==> config.mk <==
export PLATFORM = sky130hd
export DESIGN_NAME = effective_address_unit
export DESIGN_NICKNAME = d
export VERILOG_FILES = /design/src/rtl/eau_pkg.sv /design/src/rtl/eau_regfile.sv /design/src/rtl/effective_address_unit.sv
export SDC_FILE = /design/constraint.sdc
export NUM_CORES = 1
export LEC_CHECK = 0
export ABC_AREA = 1
export BUFFER_PORTS_ARGS = -buffer_cell sky130_fd_sc_hd__buf_2
export CAP_MARGIN = 20
export CORE_ASPECT_RATIO = 1.1
export CORE_MARGIN = 2
export CORE_UTILIZATION = 35
export DETAILED_ROUTE_END_ITERATION = 7
export PLACE_DENSITY = 0.57
export SYNTH_ARGS = -nofsm -noshare
export SYNTH_HDL_FRONTEND = slang
export SYNTH_SLANG_ARGS = --single-unit
==> constraint.sdc <==
create_clock -name clk -period 5.3 [get_ports clk]
set_clock_uncertainty 0.1 [all_clocks]
set_input_delay 1.06 -clock clk [delete_from_list [all_inputs] [get_ports clk]]
set_output_delay 1.06 -clock clk [all_outputs]
set_load 0.01 [all_outputs]
==> src/rtl/eau_pkg.sv <==
// shared types, codes and helpers for the effective address unit
package eau_pkg;

	localparam int DATA_W = 32;
	localparam int RF_DEPTH = 16;
	localparam int RF_AW = $clog2(RF_DEPTH);

	// command codes
	localparam logic [1:0] CMD_EA   = 2'd0;
	localparam logic [1:0] CMD_WR_A = 2'd1;
	localparam logic [1:0] CMD_WR_D = 2'd2;

	// addressing mode field
	localparam logic [2:0] MODE_AN_IND  = 3'd2;
	localparam logic [2:0] MODE_POSTINC = 3'd3;
	localparam logic [2:0] MODE_PREDEC  = 3'd4;
	localparam logic [2:0] MODE_DISP    = 3'd5;
	localparam logic [2:0] MODE_INDEX   = 3'd6;
	localparam logic [2:0] MODE_SPECIAL = 3'd7;

	// register field under the special mode
	localparam logic [2:0] SPC_ABS_SHORT = 3'd0;
	localparam logic [2:0] SPC_ABS_LONG  = 3'd1;
	localparam logic [2:0] SPC_PC_DISP   = 3'd2;
	localparam logic [2:0] SPC_PC_INDEX  = 3'd3;

	// register file control, sequencer to register file
	typedef struct packed {
		logic              we;
		logic [RF_AW-1:0]  waddr;
		logic [DATA_W-1:0] wdata;
		logic              re;
		logic [RF_AW-1:0]  raddr;
	} rf_ctrl_t;

	function automatic logic [DATA_W-1:0] sext16(input logic [15:0] v);
		return {{(DATA_W-16){v[15]}}, v};
	endfunction

	function automatic logic [DATA_W-1:0] sext8(input logic [7:0] v);
		return {{(DATA_W-8){v[7]}}, v};
	endfunction

endpackage

==> src/rtl/eau_regfile.sv <==
// address and data register file: one write port, one registered read port
module eau_regfile (
	input  logic                             clk,
	input  logic                             arst_n,
	input  eau_pkg::rf_ctrl_t                ctrl,
	output logic [eau_pkg::DATA_W-1:0]       rdata
);

	logic [eau_pkg::DATA_W-1:0]   mem [eau_pkg::RF_DEPTH];
	logic [eau_pkg::RF_DEPTH-1:0] vld_q;
	logic [eau_pkg::DATA_W-1:0]   rdata_q;

	// storage array, address registers low, data registers high
	always_ff @(posedge clk) begin
		if (ctrl.we) begin
			mem[ctrl.waddr] <= ctrl.wdata;
		end
	end

	// written flags, an unwritten entry reads as zero
	always_ff @(posedge clk or negedge arst_n) begin
		if (!arst_n) begin
			vld_q <= '0;
		end else if (ctrl.we) begin
			vld_q[ctrl.waddr] <= 1'b1;
		end
	end

	// registered read, held while no read is issued
	always_ff @(posedge clk) begin
		if (ctrl.re) begin
			rdata_q <= vld_q[ctrl.raddr] ? mem[ctrl.raddr] : '0;
		end
	end

	assign rdata = rdata_q;

endmodule

==> src/rtl/effective_address_unit.sv <==
// effective address unit: sequencer, shared adder and result registers
//
// Usage: drive command and its operand ports and raise start while busy is
// low; the beat is taken at that edge. Command 1 or 2 loads write_value into
// address or data register reg_num; command 0 forms the effective address
// for mode and reg_num, stepping An for postincrement and predecrement.
// One result beat per command: done is high for exactly one cycle with
// eff_addr, ea_valid and base_after. eff_addr is zero when ea_valid is low.
// busy stays high from the accepting edge until done is shown, so no new
// command is taken while one is in progress. A register write passes a
// write step before the steps of a compute command. The sequence is set by
// the single read port of the register file (base, then index register) and
// the one 32-bit adder used twice (displacement, then index).
// A new command may be accepted in the cycle in which done is shown.
// Reset makes all sixteen registers read as zero, returns the sequencer to
// idle. The receiver cannot stall; each result must be taken when shown.
module effective_address_unit (
	input  logic                       clk,
	input  logic                       arst_n,
	input  logic                       start,
	output logic                       busy,
	input  logic [1:0]                 command,
	input  logic [2:0]                 mode,
	input  logic [2:0]                 reg_num,
	input  logic [2:0]                 op_size,
	input  logic [15:0]                ext_word,
	input  logic [31:0]                abs_long,
	input  logic [31:0]                pc,
	input  logic [31:0]                write_value,
	output logic                       done,
	output logic [31:0]                eff_addr,
	output logic                       ea_valid,
	output logic [31:0]                base_after
);

	typedef enum logic [2:0] {
		S_IDLE,
		S_WRITE,
		S_RD_BASE,
		S_RD_INDEX,
		S_CALC1,
		S_CALC2,
		S_FINISH
	} state_t;

	state_t                     state_q;
	logic [1:0]                 cmd_q;
	logic [2:0]                 mode_q;
	logic [2:0]                 rn_q;
	logic [2:0]                 size_q;
	logic [15:0]                ext_q;
	logic [31:0]                absl_q;
	logic [31:0]                pc_q;
	logic [31:0]                wval_q;
	logic [31:0]                base_q;
	logic [31:0]                acc_q;
	logic                       done_q;
	logic [31:0]                eff_addr_q;
	logic                       ea_valid_q;
	logic [31:0]                base_after_q;

	eau_pkg::rf_ctrl_t          rf_ctrl;
	logic [31:0]                rf_rdata;

	logic                       is_index;
	logic                       is_step;
	logic                       ea_ok;
	logic [31:0]                xn;
	logic [31:0]                add_a;
	logic [31:0]                add_b;
	logic                       add_sub;
	logic [31:0]                add_sum;
	logic [31:0]                ea_sel;

	eau_regfile u_regfile (
		.clk    (clk),
		.arst_n (arst_n),
		.ctrl   (rf_ctrl),
		.rdata  (rf_rdata)
	);

	// decode of the held command
	always_comb begin
		is_index = (mode_q == eau_pkg::MODE_INDEX) ||
			((mode_q == eau_pkg::MODE_SPECIAL) && (rn_q == eau_pkg::SPC_PC_INDEX));
		is_step  = (cmd_q == eau_pkg::CMD_EA) &&
			((mode_q == eau_pkg::MODE_POSTINC) || (mode_q == eau_pkg::MODE_PREDEC));
		ea_ok = 1'b0;
		if (cmd_q == eau_pkg::CMD_EA) begin
			case (mode_q)
				eau_pkg::MODE_AN_IND, eau_pkg::MODE_POSTINC, eau_pkg::MODE_PREDEC,
				eau_pkg::MODE_DISP, eau_pkg::MODE_INDEX: begin
					ea_ok = 1'b1;
				end
				eau_pkg::MODE_SPECIAL: begin
					ea_ok = (rn_q == eau_pkg::SPC_ABS_SHORT) ||
						(rn_q == eau_pkg::SPC_ABS_LONG) ||
						(rn_q == eau_pkg::SPC_PC_DISP) ||
						(rn_q == eau_pkg::SPC_PC_INDEX);
				end
				default: begin
					ea_ok = 1'b0;
				end
			endcase
		end
	end

	// index register, word form sign-extended
	assign xn = ext_q[11] ? rf_rdata : eau_pkg::sext16(rf_rdata[15:0]);

	// operand selection for the shared adder
	always_comb begin
		add_a   = base_q;
		add_b   = '0;
		add_sub = 1'b0;
		if (state_q == S_CALC2) begin
			add_a = acc_q;
			add_b = is_index ? xn : '0;
		end else begin
			case (mode_q)
				eau_pkg::MODE_POSTINC: begin
					add_b = {29'd0, size_q};
				end
				eau_pkg::MODE_PREDEC: begin
					add_b   = {29'd0, size_q};
					add_sub = 1'b1;
				end
				eau_pkg::MODE_DISP: begin
					add_b = eau_pkg::sext16(ext_q);
				end
				eau_pkg::MODE_INDEX: begin
					add_b = eau_pkg::sext8(ext_q[7:0]);
				end
				eau_pkg::MODE_SPECIAL: begin
					case (rn_q)
						eau_pkg::SPC_ABS_SHORT: begin
							add_a = '0;
							add_b = eau_pkg::sext16(ext_q);
						end
						eau_pkg::SPC_ABS_LONG: begin
							add_a = absl_q;
						end
						eau_pkg::SPC_PC_DISP: begin
							add_a = pc_q;
							add_b = eau_pkg::sext16(ext_q);
						end
						eau_pkg::SPC_PC_INDEX: begin
							add_a = pc_q;
							add_b = eau_pkg::sext8(ext_q[7:0]);
						end
						default: begin
							add_a = '0;
						end
					endcase
				end
				default: begin
					add_b = '0;
				end
			endcase
		end
	end

	// the one adder, subtract by inverted operand and carry in
	assign add_sum = add_a + (add_sub ? ~add_b : add_b) + {31'd0, add_sub};

	// address is the old base for postincrement, the sum otherwise
	assign ea_sel = (mode_q == eau_pkg::MODE_POSTINC) ? base_q : acc_q;

	// register file control from the sequencer state
	always_comb begin
		rf_ctrl.we    = 1'b0;
		rf_ctrl.waddr = {1'b0, rn_q};
		rf_ctrl.wdata = acc_q;
		rf_ctrl.re    = 1'b0;
		rf_ctrl.raddr = {1'b0, rn_q};
		case (state_q)
			S_WRITE: begin
				rf_ctrl.we    = 1'b1;
				rf_ctrl.waddr = {cmd_q == eau_pkg::CMD_WR_D, rn_q};
				rf_ctrl.wdata = wval_q;
			end
			S_RD_BASE: begin
				rf_ctrl.re = 1'b1;
			end
			S_RD_INDEX: begin
				rf_ctrl.re    = 1'b1;
				rf_ctrl.raddr = {~ext_q[15], ext_q[14:12]};
			end
			S_CALC2: begin
				rf_ctrl.we = is_step;
			end
			default: begin
				rf_ctrl.we = 1'b0;
			end
		endcase
	end

	// sequencer, working registers and result registers
	always_ff @(posedge clk or negedge arst_n) begin
		if (!arst_n) begin
			state_q      <= S_IDLE;
			done_q       <= 1'b0;
			cmd_q        <= '0;
			mode_q       <= '0;
			rn_q         <= '0;
			size_q       <= '0;
			ext_q        <= '0;
			absl_q       <= '0;
			pc_q         <= '0;
			wval_q       <= '0;
			base_q       <= '0;
			acc_q        <= '0;
			eff_addr_q   <= '0;
			ea_valid_q   <= 1'b0;
			base_after_q <= '0;
		end else begin
			done_q <= 1'b0;
			case (state_q)
				S_IDLE: begin
					if (start) begin
						cmd_q  <= command;
						mode_q <= mode;
						rn_q   <= reg_num;
						size_q <= op_size;
						ext_q  <= ext_word;
						absl_q <= abs_long;
						pc_q   <= pc;
						wval_q <= write_value;
						if ((command == eau_pkg::CMD_WR_A) || (command == eau_pkg::CMD_WR_D)) begin
							state_q <= S_WRITE;
						end else begin
							state_q <= S_RD_BASE;
						end
					end
				end
				S_WRITE: begin
					state_q <= S_RD_BASE;
				end
				S_RD_BASE: begin
					state_q <= S_RD_INDEX;
				end
				S_RD_INDEX: begin
					base_q  <= rf_rdata;
					state_q <= S_CALC1;
				end
				S_CALC1: begin
					acc_q   <= add_sum;
					state_q <= S_CALC2;
				end
				S_CALC2: begin
					acc_q   <= add_sum;
					state_q <= S_FINISH;
				end
				S_FINISH: begin
					done_q       <= 1'b1;
					ea_valid_q   <= ea_ok;
					eff_addr_q   <= ea_ok ? ea_sel : '0;
					base_after_q <= is_step ? acc_q : base_q;
					state_q      <= S_IDLE;
				end
				default: begin
					state_q <= S_IDLE;
				end
			endcase
		end
	end

	assign busy       = (state_q != S_IDLE);
	assign done       = done_q;
	assign eff_addr   = eff_addr_q;
	assign ea_valid   = ea_valid_q;
	assign base_after = base_after_q;

	// a result beat only follows the finishing step
	a_done_after_finish: assert property (@(posedge clk) disable iff (!arst_n)
		done |-> $past(state_q == S_FINISH))
		else $error("result beat without finishing step");

	// no address reported for a non-memory form
	a_zero_when_invalid: assert property (@(posedge clk) disable iff (!arst_n)
		(done && !ea_valid) |-> (eff_addr == '0))
		else $error("address reported without valid flag");

	// register file written only by a write command or an address step
	a_rf_write_state: assert property (@(posedge clk) disable iff (!arst_n)
		rf_ctrl.we |-> ((state_q == S_WRITE) || ((state_q == S_CALC2) && is_step)))
		else $error("unexpected register file write");

	// sequencer never leaves idle without an accepted command
	a_leave_idle: assert property (@(posedge clk) disable iff (!arst_n)
		((state_q == S_IDLE) && !start) |=> (state_q == S_IDLE))
		else $error("sequencer started without a command");

endmodule

==> qor.yml <==
outcome:
  status: "complete, no violations"
clock_network:
  cts_buffer_depth: 3
  clk_pin_slew_worst_paths_ns: 0.06
  insertion_delay_ns: 0.66
  ctsResizeCount: 0
  tritoncts: "done"
  clock-root-buffer: "clkbuf_16"
  cts_setup_buffers: 0
  cts_sinks: 816
  cts_made_buffers: 82
  cts_hold_buf: 0
  h-tree-depth: 3
detailed_routing:
  wl_mm: 106
  vias_per_cell: 5.35
  route.detailed.drc: 0
  dr.first_iter.drc_count: 2385
  postRouteAntennaNets: 0
  drtPass1Iterations: 7
  post_drt_wl_per_cell_um: 22.5
  vias: 25300
setup_path:
  worst-path-buf-inv: 1
  cpMostUsedCell: "nand2_1"
  crit_slowest_cell: "o21ai_0"
  path_max_fanout: 10
  crit_chain: "inv_1 -> nand2_1 -> nor2_2 -> a22oi_1 -> nand2_1 -> o211ai_1 -> o21ai_0 -> fa_1 -> nand2_1 -> nand2_1 -> o21ai_0 -> o21ai_0 -> nand3_1 -> nand3_1 -> nand2_1 -> o211ai_1 -> a21oi_1 -> xnor2_1 -> nand2_1 -> o21ai_0"
  setup.worst_path.start_class: "flop"
  crit_path_end_kind: "flop"
  cpLargestDelayFamily: "compound AO/OA/AOI/OAI gates"
  max_stage_delay_ns: 0.67
  arrival_ns: 5.07
  worstSetupPathType: "reg -> reg"
  cp.required_ns: 5.73
flow_run:
  cap_violations: 0
synthesis:
  synth_area_um2: 35500
  yosys-top-cells-area: "edfxtp_1 46%, dfrtp_1 19%, o21ai_0 6.6%"
  synth_nets: 3354
  synth_top_area_share_pct: 46.0
  syn-mean-instance-area_um2: 11.1
  yosysSeqAreaShare_pct: 65.2
  yosys_most_used_dff: "edfxtp_1"
  synth_common_cells: "544 x edfxtp_1, 519 x nand2_1, 465 x o21ai_0"
  synth_warnings: 0
  synth_edf_count: 544
  yosysTopAreaCell: "edfxtp_1"
  syn_inst: 3197
  async_reset_ff_share_pct: 33.3
  yosysMostFrequentCell: "edfxtp_1"
  synth-seq-cells: 816
  synth_cell_types: 50
worst_hold_path:
  hold_class: "in -> async"
timing:
  period_share_pct: 87.5
  layout_setup_ws_ns: 0.663
  setup_viol: 0
  grt_setup_unrepaired: "false"
  tns_ns: 0
  final.min_clock_period_ns: 4.64
  fin_hold_ws_ns: 0.309
  maxSlewViolCount: 0
  timing.fmax_mhz: 216
  tightest_slew_ns: 1.11
  hold_viol_final: 0
  slew_headroom_pct: 26.0
global_route:
  grt_pass1_wl_mm: 159
  antenna_found_initial: 3
  grt_util_all_layers_pct: 20.2
  grt_pass1_vias: 24700
  overflow: 0
  grt_max_degree: 189
final_layout:
  seqCellArea_um2: 23100
  num-fill-cells: 9640
  multi_input_area_um2: 11200
  synthToLayoutAreaGrowth_pct: 15.4
  drive_gt1_share_pct: 17.2
  fin_nets: 3516
  fin_cells: 4731
floorplanning:
  io_pins: 193
  start_util_pct: 35.3
  rows: 122
  core_area_um2: 101000
  die_area_um2: 104000
  die_x_um: 308
  dieHeight_um: 338
placement:
  pre_cts_ws_ns: 0.729
  portBuffers: 192
  gp_congestion: 0.929
  placed_cells: 4576
  post-dp-hpwl_mm: 66.1
pwr:
  leakagePower_nw: 15.7
  ir_worst_vdd_uv: 563
  powerDensity_nw_per_um2: 725
[per-layer routing]
metal | vias to the layer above | GRT usage (%) | share of wire, %
met1 | 12500 | 27.9 | 45
met2 | 852 | 32.7 | 47
met5 | - | 0 | 0
met4 | 0 | 6.95 | 3.0
li1 | 11800 | - | -
met3 | 175 | 2.86 | 5.7
[area by class of cell]
class / count / share of cell area [%]
Tap cell: 1302 / 3.98
Timing Repair Buffer: 284 / 4.27
Antenna cell: 1 / 0.00611
Inverter: 133 / 1.24
Multi-Input combinational cell: 2042 / 27.3
Clock buffer: 112 / 5.56
Clock inverter: 41 / 1.13
Sequential cell: 816 / 56.5
[logic make-up after synthesis]
kind of cell,after synthesis,synth area share (%)
adders and majority gates,31,1.11
and+or+nand+nor,989,10.9
buffers and inverters,339,3.83
xor gates and xnor gates,20,0.494
AOI/OAI and AO/OA,887,14.8
DFF,816,65.2
muxes,115,3.65
[flip-flops by register name, summed over array words and instances (netlist names)]
| register | flops |
|---|---|
| u_regfile.mem | 512 |
| absl_q | 32 |
| acc_q | 32 |
| base_after | 32 |
| base_q | 32 |
| eff_addr | 32 |
| pc_q | 32 |
| u_regfile.rdata | 32 |
| wval_q | 32 |
| ext_q | 16 |
| u_regfile.vld_q | 16 |
| mode_q | 3 |
| rn_q | 3 |
| size_q | 3 |
| state_q | 3 |
| cmd_q | 2 |
| done | 1 |
| ea_valid | 1 |
[path summary, 6_finish.rpt]
kind,from,end,slack (ns),cells after the start
worst max register to register,rn_q[1],acc_q[30],0.66,20
worst min register to register,u_regfile.vld_q[14],u_regfile.vld_q[14],0.36,1
min in group clk,u_regfile.vld_q[14],u_regfile.vld_q[14],0.36,1
worst max-delay path,rn_q[1],acc_q[30],0.66,20
max in group asynchronous,arst_n,acc_q[25],3.78,2
worst min-delay path,arst_n,pc_q[2],0.31,1
[report_power, final]
group          internal, mW  switching (mW)  leakage [nW]  total (mW)
clock network          3.46            2.50          1.34        5.97
registers              9.22           0.986          8.29        10.2
logic                  4.27            9.22          6.07        13.5
[metrics by stage]
stage	total power, mW	utilization [%]	area (µm²)
after detailed placement	23.7	38.0	38200
after global routing	31.6	40.7	40900
after floorplan	18.9	-	35500
final	29.7	40.7	40900
after global placement	23.7	38.0	38200
after CTS	29.7	40.7	40900
[layout by cell type, fill, tap and decap left out, drive strengths merged, types with 4 or more instances in the layout]
cell type  count
xnor2         12
mux2         115
a31oi         34
nor3           7
ha            30
a21oi         90
nand2        522
o211ai        88
o221ai        81
a211oi         9
bufinv         9
a31o           4
clkbuf       112
buf          284
edfxtp       544
xor2           8
nor4           6
dfrtp        272
o21ai        483
o22ai         52
or2           16
clkinv        29
a22oi         30
nand3         46
nor2         390
inv          134
Note: power is estimated with default switching activity, not from simulation.
